[src/rtl/bpe_pkg.sv]
// Branch predictor evaluator: shared payload types, opcodes and kind codes.
// No dependencies; taken in by every module of the block but bpe_queue.
`default_nettype none

package bpe_pkg;

    localparam logic [6:0] OP_BRANCH = 7'h63;
    localparam logic [6:0] OP_JAL    = 7'h6F;
    localparam logic [6:0] OP_JALR   = 7'h67;

    localparam logic [1:0] KIND_NONE = 2'd0;
    localparam logic [1:0] KIND_COND = 2'd1;
    localparam logic [1:0] KIND_JAL  = 2'd2;
    localparam logic [1:0] KIND_JALR = 2'd3;

    localparam int N_PRED = 6;

    typedef struct packed {
        logic [31:0] pc;
        logic [31:0] instruction;
        logic [31:0] next_pc;
    } t_in;

    typedef struct packed {
        logic [1:0]        branch_kind;
        logic              br_taken;
        logic [31:0]       branch_target;
        logic [N_PRED-1:0] prediction_mask;
        logic [N_PRED-1:0] correct_mask;
    } t_out;

    // Decoded item as it travels from front to back
    typedef struct packed {
        logic [1:0]  kind;
        logic        taken;
        logic [31:0] target;
        logic        backward;
    } t_dec;

endpackage

`default_nettype wire

[src/rtl/bpe_front.sv]
// Front end: decodes one instruction beat into kind, outcome, target and table
// indices, and keeps the global history. Depends on bpe_pkg.
`default_nettype none

module bpe_front #(
    parameter int BHT_W        = 8,
    parameter int PHT_W        = 9,
    parameter int HISTORY_BITS = 9
) (
    input  wire               i_clk,
    input  wire               i_rst_n,
    input  wire               i_accept,
    input  bpe_pkg::t_in      i_data,
    output bpe_pkg::t_dec     o_dec,
    output logic [BHT_W-1:0]  o_bi,
    output logic [PHT_W-1:0]  o_gi
);
    import bpe_pkg::*;

    logic [HISTORY_BITS-1:0] r_hist;
    logic [HISTORY_BITS-1:0] n_hist;
    logic [6:0]              op;
    logic [1:0]              kind;
    logic [31:0]             imm_b;
    logic [31:0]             imm_j;
    logic [31:0]             imm;
    logic [32:0]             sum;
    logic [29:0]             hist_x;

    assign op    = i_data.instruction[6:0];
    assign imm_b = {{19{i_data.instruction[31]}}, i_data.instruction[31],
                    i_data.instruction[7], i_data.instruction[30:25],
                    i_data.instruction[11:8], 1'b0};
    assign imm_j = {{11{i_data.instruction[31]}}, i_data.instruction[31],
                    i_data.instruction[19:12], i_data.instruction[20],
                    i_data.instruction[30:21], 1'b0};

    always_comb begin
        case (op)
            OP_BRANCH: kind = KIND_COND;
            OP_JAL:    kind = KIND_JAL;
            OP_JALR:   kind = KIND_JALR;
            default:   kind = KIND_NONE;
        endcase
    end

    assign o_dec.kind = kind;

    assign imm = (kind == KIND_COND) ? imm_b : imm_j;
    assign sum = {1'b0, i_data.pc} + {1'b0, imm};

    assign o_dec.taken  = i_data.next_pc != (i_data.pc + 32'd4);
    assign o_dec.target = (kind == KIND_COND || kind == KIND_JAL) ?
                          sum[31:0] : 32'd0;
    // target below pc exactly when the add carries out of bit 31
    assign o_dec.backward = sum[32];

    assign hist_x = 30'(r_hist);
    assign o_bi   = i_data.pc[2 +: BHT_W];
    assign o_gi   = PHT_W'(i_data.pc[31:2] ^ hist_x);

    assign n_hist = HISTORY_BITS'({r_hist, o_dec.taken});

    always_ff @(posedge i_clk) begin
        if (!i_rst_n) begin
            r_hist <= '0;
        end else if (i_accept && kind == KIND_COND) begin
            r_hist <= n_hist;
        end
    end

endmodule

`default_nettype wire

[src/rtl/bpe_queue.sv]
// Two-entry queue between the decode front and the table back end.
// No dependencies.
`default_nettype none

module bpe_queue #(
    parameter int DATA_W = 40
) (
    input  wire               i_clk,
    input  wire               i_rst_n,
    input  wire               i_push,
    input  wire  [DATA_W-1:0] i_data,
    output logic              o_full,
    input  wire               i_pop,
    output logic              o_valid,
    output logic [DATA_W-1:0] o_data
);

    logic [DATA_W-1:0] r_mem [2];
    logic [1:0]        r_cnt;
    logic [1:0]        n_cnt;
    logic              r_head;
    logic              wr_sel;
    logic              do_pop;

    assign o_full  = r_cnt == 2'd2;
    assign o_valid = r_cnt != 2'd0;
    assign o_data  = r_mem[r_head];
    assign do_pop  = i_pop && o_valid;
    assign wr_sel  = r_head ^ r_cnt[0];

    always_comb begin
        n_cnt = r_cnt;
        if (i_push && !do_pop) begin
            n_cnt = r_cnt + 2'd1;
        end else if (do_pop && !i_push) begin
            n_cnt = r_cnt - 2'd1;
        end
    end

    always_ff @(posedge i_clk) begin
        if (i_push) begin
            r_mem[wr_sel] <= i_data;
        end
    end

    always_ff @(posedge i_clk) begin
        if (!i_rst_n) begin
            r_cnt  <= 2'd0;
            r_head <= 1'b0;
        end else begin
            r_cnt <= n_cnt;
            if (do_pop) begin
                r_head <= ~r_head;
            end
        end
    end

endmodule

`default_nettype wire

[src/rtl/bpe_back.sv]
// Back end: predictor tables with read, predict and write-back, forwarding,
// the post-reset clearing sweep and the output register. Depends on bpe_pkg.
`default_nettype none

module bpe_back #(
    parameter int BHT_DEPTH = 256,
    parameter int PHT_DEPTH = 512,
    parameter int BHT_W     = 8,
    parameter int PHT_W     = 9
) (
    input  wire               i_clk,
    input  wire               i_rst_n,
    input  wire               i_q_valid,
    input  bpe_pkg::t_dec     i_q_dec,
    input  wire  [BHT_W-1:0]  i_q_bi,
    input  wire  [PHT_W-1:0]  i_q_gi,
    output logic              o_q_pop,
    output logic              o_clr_busy,
    output logic              o_valid,
    input  wire               i_ready,
    output bpe_pkg::t_out     o_data
);
    import bpe_pkg::*;

    localparam int CLR_N = (BHT_DEPTH > PHT_DEPTH) ? BHT_DEPTH : PHT_DEPTH;
    localparam int CLR_W = $clog2(CLR_N);

    function automatic logic [1:0] counter_step(input logic [1:0] c, input logic up);
        logic [1:0] r;
        if (up) begin
            r = (c == 2'd3) ? 2'd3 : c + 2'd1;
        end else begin
            r = (c == 2'd0) ? 2'd0 : c - 2'd1;
        end
        return r;
    endfunction

    logic       mem_last [BHT_DEPTH];
    logic [1:0] mem_bim  [BHT_DEPTH];
    logic [1:0] mem_gsh  [PHT_DEPTH];

    logic             r_clr_busy;
    logic [CLR_W-1:0] r_clr_idx;
    logic             clr_bht;

    logic             r_rd_valid;
    t_dec             r_rd_dec;
    logic [BHT_W-1:0] r_rd_bi;
    logic [PHT_W-1:0] r_rd_gi;
    logic             r_rd_last;
    logic [1:0]       r_rd_bim;
    logic [1:0]       r_rd_gsh;

    logic             r_fwd_b;
    logic             r_fwd_g;
    logic             r_f_last;
    logic [1:0]       r_f_bim;
    logic [1:0]       r_f_gsh;

    logic             r_out_valid;
    t_out             r_out;
    t_out             n_out;

    logic             rd_adv;
    logic             upd;
    logic             cur_last;
    logic [1:0]       cur_bim;
    logic [1:0]       cur_gsh;
    logic             new_last;
    logic [1:0]       new_bim;
    logic [1:0]       new_gsh;
    logic [N_PRED-1:0] preds;

    assign rd_adv  = r_rd_valid && (!r_out_valid || i_ready);
    assign o_q_pop = i_q_valid && (!r_rd_valid || rd_adv);
    assign upd     = rd_adv && r_rd_dec.kind == KIND_COND;
    assign clr_bht = (BHT_DEPTH == CLR_N) ? 1'b1 : (r_clr_idx < CLR_W'(BHT_DEPTH));

    // a write on the same edge as the read leaves stale data: take the forwarded copy
    assign cur_last = r_fwd_b ? r_f_last : r_rd_last;
    assign cur_bim  = r_fwd_b ? r_f_bim  : r_rd_bim;
    assign cur_gsh  = r_fwd_g ? r_f_gsh  : r_rd_gsh;

    assign new_last = r_rd_dec.taken;
    assign new_bim  = counter_step(cur_bim, r_rd_dec.taken);
    assign new_gsh  = counter_step(cur_gsh, r_rd_dec.taken);

    assign preds = {cur_gsh[1], cur_bim[1], cur_last, r_rd_dec.backward, 1'b1, 1'b0};

    always_comb begin
        n_out.branch_kind     = r_rd_dec.kind;
        n_out.br_taken        = r_rd_dec.taken;
        n_out.branch_target   = r_rd_dec.target;
        n_out.prediction_mask = '0;
        n_out.correct_mask    = '0;
        if (r_rd_dec.kind == KIND_COND) begin
            n_out.prediction_mask = preds;
            n_out.correct_mask    = r_rd_dec.taken ? preds : ~preds;
        end
    end

    always_ff @(posedge i_clk) begin
        if (r_clr_busy && clr_bht) begin
            mem_last[r_clr_idx[BHT_W-1:0]] <= 1'b0;
        end else if (upd) begin
            mem_last[r_rd_bi] <= new_last;
        end
        if (o_q_pop) begin
            r_rd_last <= mem_last[i_q_bi];
        end
    end

    always_ff @(posedge i_clk) begin
        if (r_clr_busy && clr_bht) begin
            mem_bim[r_clr_idx[BHT_W-1:0]] <= 2'd1;
        end else if (upd) begin
            mem_bim[r_rd_bi] <= new_bim;
        end
        if (o_q_pop) begin
            r_rd_bim <= mem_bim[i_q_bi];
        end
    end

    always_ff @(posedge i_clk) begin
        if (r_clr_busy && (PHT_DEPTH == CLR_N || r_clr_idx < CLR_W'(PHT_DEPTH))) begin
            mem_gsh[r_clr_idx[PHT_W-1:0]] <= 2'd1;
        end else if (upd) begin
            mem_gsh[r_rd_gi] <= new_gsh;
        end
        if (o_q_pop) begin
            r_rd_gsh <= mem_gsh[i_q_gi];
        end
    end

    // payload of the read stage, forwarding copies and the output register
    always_ff @(posedge i_clk) begin
        if (o_q_pop) begin
            r_rd_dec <= i_q_dec;
            r_rd_bi  <= i_q_bi;
            r_rd_gi  <= i_q_gi;
            r_f_last <= new_last;
            r_f_bim  <= new_bim;
            r_f_gsh  <= new_gsh;
        end
        if (rd_adv) begin
            r_out <= n_out;
        end
    end

    always_ff @(posedge i_clk) begin
        if (!i_rst_n) begin
            r_clr_busy  <= 1'b1;
            r_clr_idx   <= '0;
            r_rd_valid  <= 1'b0;
            r_out_valid <= 1'b0;
            r_fwd_b     <= 1'b0;
            r_fwd_g     <= 1'b0;
        end else begin
            if (r_clr_busy) begin
                r_clr_idx <= r_clr_idx + CLR_W'(1);
                if (r_clr_idx == CLR_W'(CLR_N - 1)) begin
                    r_clr_busy <= 1'b0;
                end
            end
            if (o_q_pop) begin
                r_rd_valid <= 1'b1;
                r_fwd_b    <= upd && r_rd_bi == i_q_bi;
                r_fwd_g    <= upd && r_rd_gi == i_q_gi;
            end else if (rd_adv) begin
                r_rd_valid <= 1'b0;
            end
            if (rd_adv) begin
                r_out_valid <= 1'b1;
            end else if (i_ready) begin
                r_out_valid <= 1'b0;
            end
        end
    end

    assign o_clr_busy = r_clr_busy;
    assign o_valid    = r_out_valid;
    assign o_data     = r_out;

endmodule

`default_nettype wire

[src/rtl/branch_predictor_evaluator_top.sv]
// Branch predictor evaluator top level: front decode, queue, table back end.
// Depends on bpe_pkg, bpe_front, bpe_queue and bpe_back.
//
//  channel | direction | handshake          | payload
//  --------+-----------+--------------------+---------------------
//  input   | in        | i_valid / o_ready  | i_data (t_in)
//  result  | out       | o_valid / i_ready  | o_data (t_out)
//
// One beat per cycle sustained while the result side is ready; an accepted beat
// goes through the queue, table read and output register before o_valid rises.
// Table read-modify-write forwards between back-to-back beats to the same entry.
// After reset a clearing sweep over max(BHT_DEPTH, PHT_DEPTH) indices (512 by
// default) writes the tables; o_ready stays low meanwhile. A stalled output
// holds the back end; the two-entry queue lets the front accept until full.
// BHT_DEPTH and PHT_DEPTH must be powers of two; the block does not check it.
`default_nettype none

module branch_predictor_evaluator_top #(
    parameter int BHT_DEPTH    = 256,
    parameter int PHT_DEPTH    = 512,
    parameter int HISTORY_BITS = 9
) (
    input  wire            i_clk,
    input  wire            i_rst_n,
    input  wire            i_valid,
    output logic           o_ready,
    input  bpe_pkg::t_in   i_data,
    output logic           o_valid,
    input  wire            i_ready,
    output bpe_pkg::t_out  o_data
);
    import bpe_pkg::*;

    localparam int BHT_W  = $clog2(BHT_DEPTH);
    localparam int PHT_W  = $clog2(PHT_DEPTH);
    localparam int DEC_W  = $bits(t_dec);
    localparam int ITEM_W = DEC_W + BHT_W + PHT_W;

    t_dec              f_dec;
    logic [BHT_W-1:0]  f_bi;
    logic [PHT_W-1:0]  f_gi;
    logic              accept;
    logic              q_full;
    logic              q_valid;
    logic              q_pop;
    logic [ITEM_W-1:0] q_head;
    logic              clr_busy;
    t_dec              q_dec;
    logic [BHT_W-1:0]  q_bi;
    logic [PHT_W-1:0]  q_gi;

    assign o_ready = !q_full && !clr_busy;
    assign accept  = i_valid && o_ready;

    bpe_front #(
        .BHT_W        (BHT_W),
        .PHT_W        (PHT_W),
        .HISTORY_BITS (HISTORY_BITS)
    ) u_front (
        .i_clk    (i_clk),
        .i_rst_n  (i_rst_n),
        .i_accept (accept),
        .i_data   (i_data),
        .o_dec    (f_dec),
        .o_bi     (f_bi),
        .o_gi     (f_gi)
    );

    bpe_queue #(
        .DATA_W (ITEM_W)
    ) u_queue (
        .i_clk   (i_clk),
        .i_rst_n (i_rst_n),
        .i_push  (accept),
        .i_data  ({f_dec, f_bi, f_gi}),
        .o_full  (q_full),
        .i_pop   (q_pop),
        .o_valid (q_valid),
        .o_data  (q_head)
    );

    assign q_dec = q_head[ITEM_W-1 -: DEC_W];
    assign q_bi  = q_head[PHT_W +: BHT_W];
    assign q_gi  = q_head[PHT_W-1:0];

    bpe_back #(
        .BHT_DEPTH (BHT_DEPTH),
        .PHT_DEPTH (PHT_DEPTH),
        .BHT_W     (BHT_W),
        .PHT_W     (PHT_W)
    ) u_back (
        .i_clk      (i_clk),
        .i_rst_n    (i_rst_n),
        .i_q_valid  (q_valid),
        .i_q_dec    (q_dec),
        .i_q_bi     (q_bi),
        .i_q_gi     (q_gi),
        .o_q_pop    (q_pop),
        .o_clr_busy (clr_busy),
        .o_valid    (o_valid),
        .i_ready    (i_ready),
        .o_data     (o_data)
    );

endmodule

`default_nettype wire

[config.mk]
export PLATFORM = sky130hd
export DESIGN_NAME = branch_predictor_evaluator_top
export DESIGN_NICKNAME = d
export VERILOG_FILES = /design/src/rtl/bpe_pkg.sv /design/src/rtl/bpe_front.sv /design/src/rtl/bpe_queue.sv /design/src/rtl/bpe_back.sv /design/src/rtl/branch_predictor_evaluator_top.sv
export SDC_FILE = /design/constraint.sdc
export NUM_CORES = 2
export LEC_CHECK = 0
export ABC_AREA = 1
export ABC_CLOCK_PERIOD_IN_PS = 33700
export BUFFER_PORTS_ARGS = -buffer_cell sky130_fd_sc_hd__buf_2
export CAP_MARGIN = 10
export CELL_PAD_IN_SITES_DETAIL_PLACEMENT = 1
export CELL_PAD_IN_SITES_GLOBAL_PLACEMENT = 1
export CORE_AREA = 2 2 466 352
export CTS_CLUSTER_SIZE = 28
export DETAILED_ROUTE_END_ITERATION = 10
export DIE_AREA = 0 0 468 354
export HOLD_SLACK_MARGIN = 0.06
export PLACE_DENSITY_LB_ADDON = 0.1
export SLEW_MARGIN = 20
export SYNTH_ARGS = -nofsm -noshare
export SYNTH_HDL_FRONTEND = slang
export SYNTH_HIERARCHICAL = 1
export SYNTH_SLANG_ARGS = --single-unit
[constraint.sdc]
create_clock -name i_clk -period 33.7 [get_ports i_clk]
set_clock_uncertainty 0.15 [all_clocks]
set_input_delay 6.74 -clock i_clk [delete_from_list [all_inputs] [get_ports i_clk]]
set_output_delay 6.74 -clock i_clk [all_outputs]
set_load 0.02 [all_outputs]
==> impl_results.md <==
* Status: complete, no violations
* Post-CTS setup buffer count at 0
* EDFF count, synth at 2,007
* Slowest cell on crit path: ha_1
* GRT Overall Usage at 31.8%
* Vias at 62,792
* End point of the worst hold path: u_back/o_data[17]$_DFFE_PP_
* Share of total power in sequential cells at 55.3%
* Transition time of the tightest slew-check pin at 1.30 ns
* ANT nets after route at 0
* Number of instances in the placed design at 9,835
* RSZ-0062 raised after global routing: false
* Global-route wire length before repair at 399,000 µm
* Internal portion of total power at 3.92 mW
* Cts-stage hold buffer count at 0
* Arrival time reported for the critical path endpoint at 10.67 ns
* R2r setup slk at 27.04 ns
* Clk network pwr share at 42.6%
* Synth Instances at 7,998
* Power share of the combinational group at 2.1%
* Post-Layout Cell Count at 10,183
* Total number of nets in the final design at 8,025
* Routability cong. at 0.888
* Max-cap violations at 0
* Prevailing post-synth register cell: edfxtp_1
* Most common cell type on the critical path: nand2_1
* Endpoints failing setup at 0
* Leading cell types in the layout, fill and taps excluded: edfxtp_1, nand2_1, nor2_1
* Number of placed I/O pins at 149
* Post-DP HPWL at 153,000 µm
* Number of warnings issued by yosys at 6
* Number of buffers on the longest clock path at 3
* Most common cell after layout, fill and taps aside: edfxtp_1
* Total clock sinks at 2,034
* Min-delay src: u_back/n_out[17]$_DFFE_PP_
* Share of the yosys chip area belonging to registers at 68.9%
* Final worst path period need at 10.26 ns
* Wire per inst at 26.1 µm
* Power density relative to cell area at 51.5 mW/mm²
* Critical path type: in2reg
* Worst Hold Path Cells at 0
* Relative area change from synthesis to final layout at 9.03%
* Static leakage at 33.8 nW
* Drt via density at 6.17
* Upper clock frequency limit at 97.5 MHz
* CTS tree: yes
* Total CTS buffers at 193
* 1st-pass router iterations at 6
* VDD IR max at 0.0541 mV
* DR iter-0 viols at 6,406
* Clk Latency, worst-skew pair at 0.82 ns
* Type of element launching the critical path: input pin
* H-tree lvl count at 4
* Core area at 0.161 mm²
* Vias in the first global route at 64,832
* Net switching component of the power at 1.03 mW
* Final setup TNS at 0 ns
* Share of synthesized flip-flops with an asynchronous set or reset at 0%
* PortBufs at 147
* Number of gates resized after cts at 0
* Max_slew headroom at 13.3%
* Chip Width at 468 µm
* Mapped Area at 0.0882 mm²
* Final-report hold violation count at 0
* Layout cell share with drive strength beyond 1 at 8.50%
* Die height at 354 µm
* Required time of the worst setup path at 34.11 ns
* Endpoint of the lowest-slack register-to-register path: u_back/r_rd_gsh[1]$_DFFE_PP_
* Max-slew violation count at 0
* Syn nets at 8,138
* Number of antenna violations at the first check in global routing at 4
* Number of distinct library cell variants in the gate-level netlist after synthesis at 55
* CP Capture Type: flop
* Fraction of power spent switching nets at 20.8%
* Cell at the root of the clock tree: clkbuf_16
* Effective utilization at floorplan at 54.6%
* Full die area at 0.166 mm²
* Cells traversed along the worst timing path: buf_2, nand2_1, nor4_1, ha_1, inv_1, nor2_1, nor2_1, ha_1, a21oi_1, o21ai_0, nand2_1, nand2_1, a221oi_1, nand2_1, o21ai_0, nor2_1
* Routed WL at 266,000 µm
* Crit path largest cell delay at 0.67 ns
* Clock-pin slew reported for the worst setup and hold paths after clock tree synthesis at 0.06 ns
* Maximum number of pins on one net before global-route repair at 234
* Worst min-delay path category: reg2reg
* Number of synthesized register bits at 2,034
* Count of standard-cell rows at 128
* Total overflow reported by the global router at 0
* Length in cells of the worst reg-to-reg path at 17
* Crit share post-route at 30.4%
* Maximum fanout encountered on the critical timing path at 15
* Average size of a mapped cell at 11.0 µm²
* DRC violations left at 0
## cell families (layout without fill, tap and decap cells)
group / count (synthesis) / count (layout) / synth area share, %
buffers and inverters: 722 / 761 / 3.44
AND/OR/NAND/NOR: 4344 / 4344 / 20.9
AO/OA/AOI/OAI: 747 / 747 / 4.67
adder cells (fa/ha/maj): 40 / 40 / 0.576
XOR/XNOR: 54 / 54 / 0.536
other: 1 / 2 / 0.00425
multiplexers: 56 / 56 / 0.923
flip-flops: 2034 / 2034 / 68.9
## synth_stat cells (50+ instances only)
| cell type | instances | share of area (%) |
|---|---|---|
| a21oi_1 | 91 | 0.52 |
| buf_1 | 60 | 0.26 |
| buf_2 | 69 | 0.39 |
| clkbuf_1 | 368 | 1.6 |
| edfxtp_1 | 2007 | 68 |
| inv_1 | 180 | 0.77 |
| mux2_4 | 50 | 0.85 |
| nand2_1 | 1620 | 6.9 |
| nand3_1 | 1269 | 7.2 |
| nor2_1 | 1302 | 5.5 |
| o21ai_0 | 430 | 2.4 |
| o22ai_1 | 179 | 1.3 |
## sequential cells by signal, summed over array words and instances (netlist names), 2 cells and up, named ones only
name / flops
u_back/mem_gsh: 1024
u_back/mem_bim: 512
u_back/mem_last: 256
u_queue/r_mem: 106
u_back/o_data: 46
u_back/n_out: 34
u_back/r_clr_idx: 9
u_back/r_rd_gi: 9
u_front/r_hist: 9
u_back/r_rd_bi: 8
u_back/r_f_bim: 2
u_back/r_f_gsh: 2
u_back/r_rd_bim: 2
u_back/r_rd_gsh: 2
u_queue/r_cnt: 2
## worst max-delay path: cells and delay by family
family / cells / cell delay [ns]
adders and majority gates: 2 / 1.03
and+or+nand+nor: 8 / 1.49
AOI/OAI and AO/OA: 4 / 1.06
buffers and inverters: 2 / 0.34
## per-layer routing
metal | vias to the layer above | track usage, % | share of wire (%)
met1 | 31923 | 44.6 | 42
met3 | 518 | 4.45 | 7.4
met4 | 2 | 10.5 | 3.4
met2 | 2552 | 51.5 | 47
met5 | - | 0 | 0.0049
li1 | 27797 | - | -
## power groups by stage
stage          sequential (mW)  clock [mW]  combinational [mW]
6_report                  2.74        2.11               0.103
3_5_place_dp              2.79           0               0.100
4_1_cts                   2.74        2.14               0.101
3_3_place_gp              2.79           0              0.0984
5_1_grt                   2.74        2.23               0.110
2_1_floorplan             2.79           0              0.0539
## how the worst max path moves through the flow
stage | from | end | slack, ns | cells past startpoint
after floorplan | i_ready | u_back/mem_bim[0][1]$_DFFE_PP_ | 13.54 | 7
after global placement | i_data[38] | u_queue/r_mem[0][46]$_DFFE_PP_ | 22.81 | 15
after global routing | i_data[38] | u_queue/r_mem[1][46]$_DFFE_PP_ | 23.00 | 16
after CTS | i_data[38] | u_queue/r_mem[1][46]$_DFFE_PP_ | 23.54 | 15
final | i_data[38] | u_queue/r_mem[1][46]$_DFFE_PP_ | 23.44 | 16
after detailed placement | i_data[38] | u_queue/r_mem[0][46]$_DFFE_PP_ | 22.64 | 16
## through the flow
stage          setup WS [ns]  hold WS, ns  total power [mW]  area [µm²]  util [%]
3_5_place_dp           22.64        0.256              2.89       90200      55.9
4_1_cts                23.54        0.268              4.98       96200      59.6
3_3_place_gp           22.81        0.251              2.89       90200      55.9
5_1_grt                23.00        0.276              5.07       96200      59.6
2_1_floorplan          13.54        0.250              2.85       88200         -
6_report               23.44        0.269              4.95       96200      59.6
## area by class of cell
cell class,count,area (µm²)
fillers,16786,65200
flip-flops and latches,2034,60800
multi-input cells,5242,24600
clock buffers,239,5120
well taps,2145,2680
repair buffers,219,1370
clock inverters,108,862
inverters,195,771
diodes,1,2.50
(Power assumes the default switching activity.)
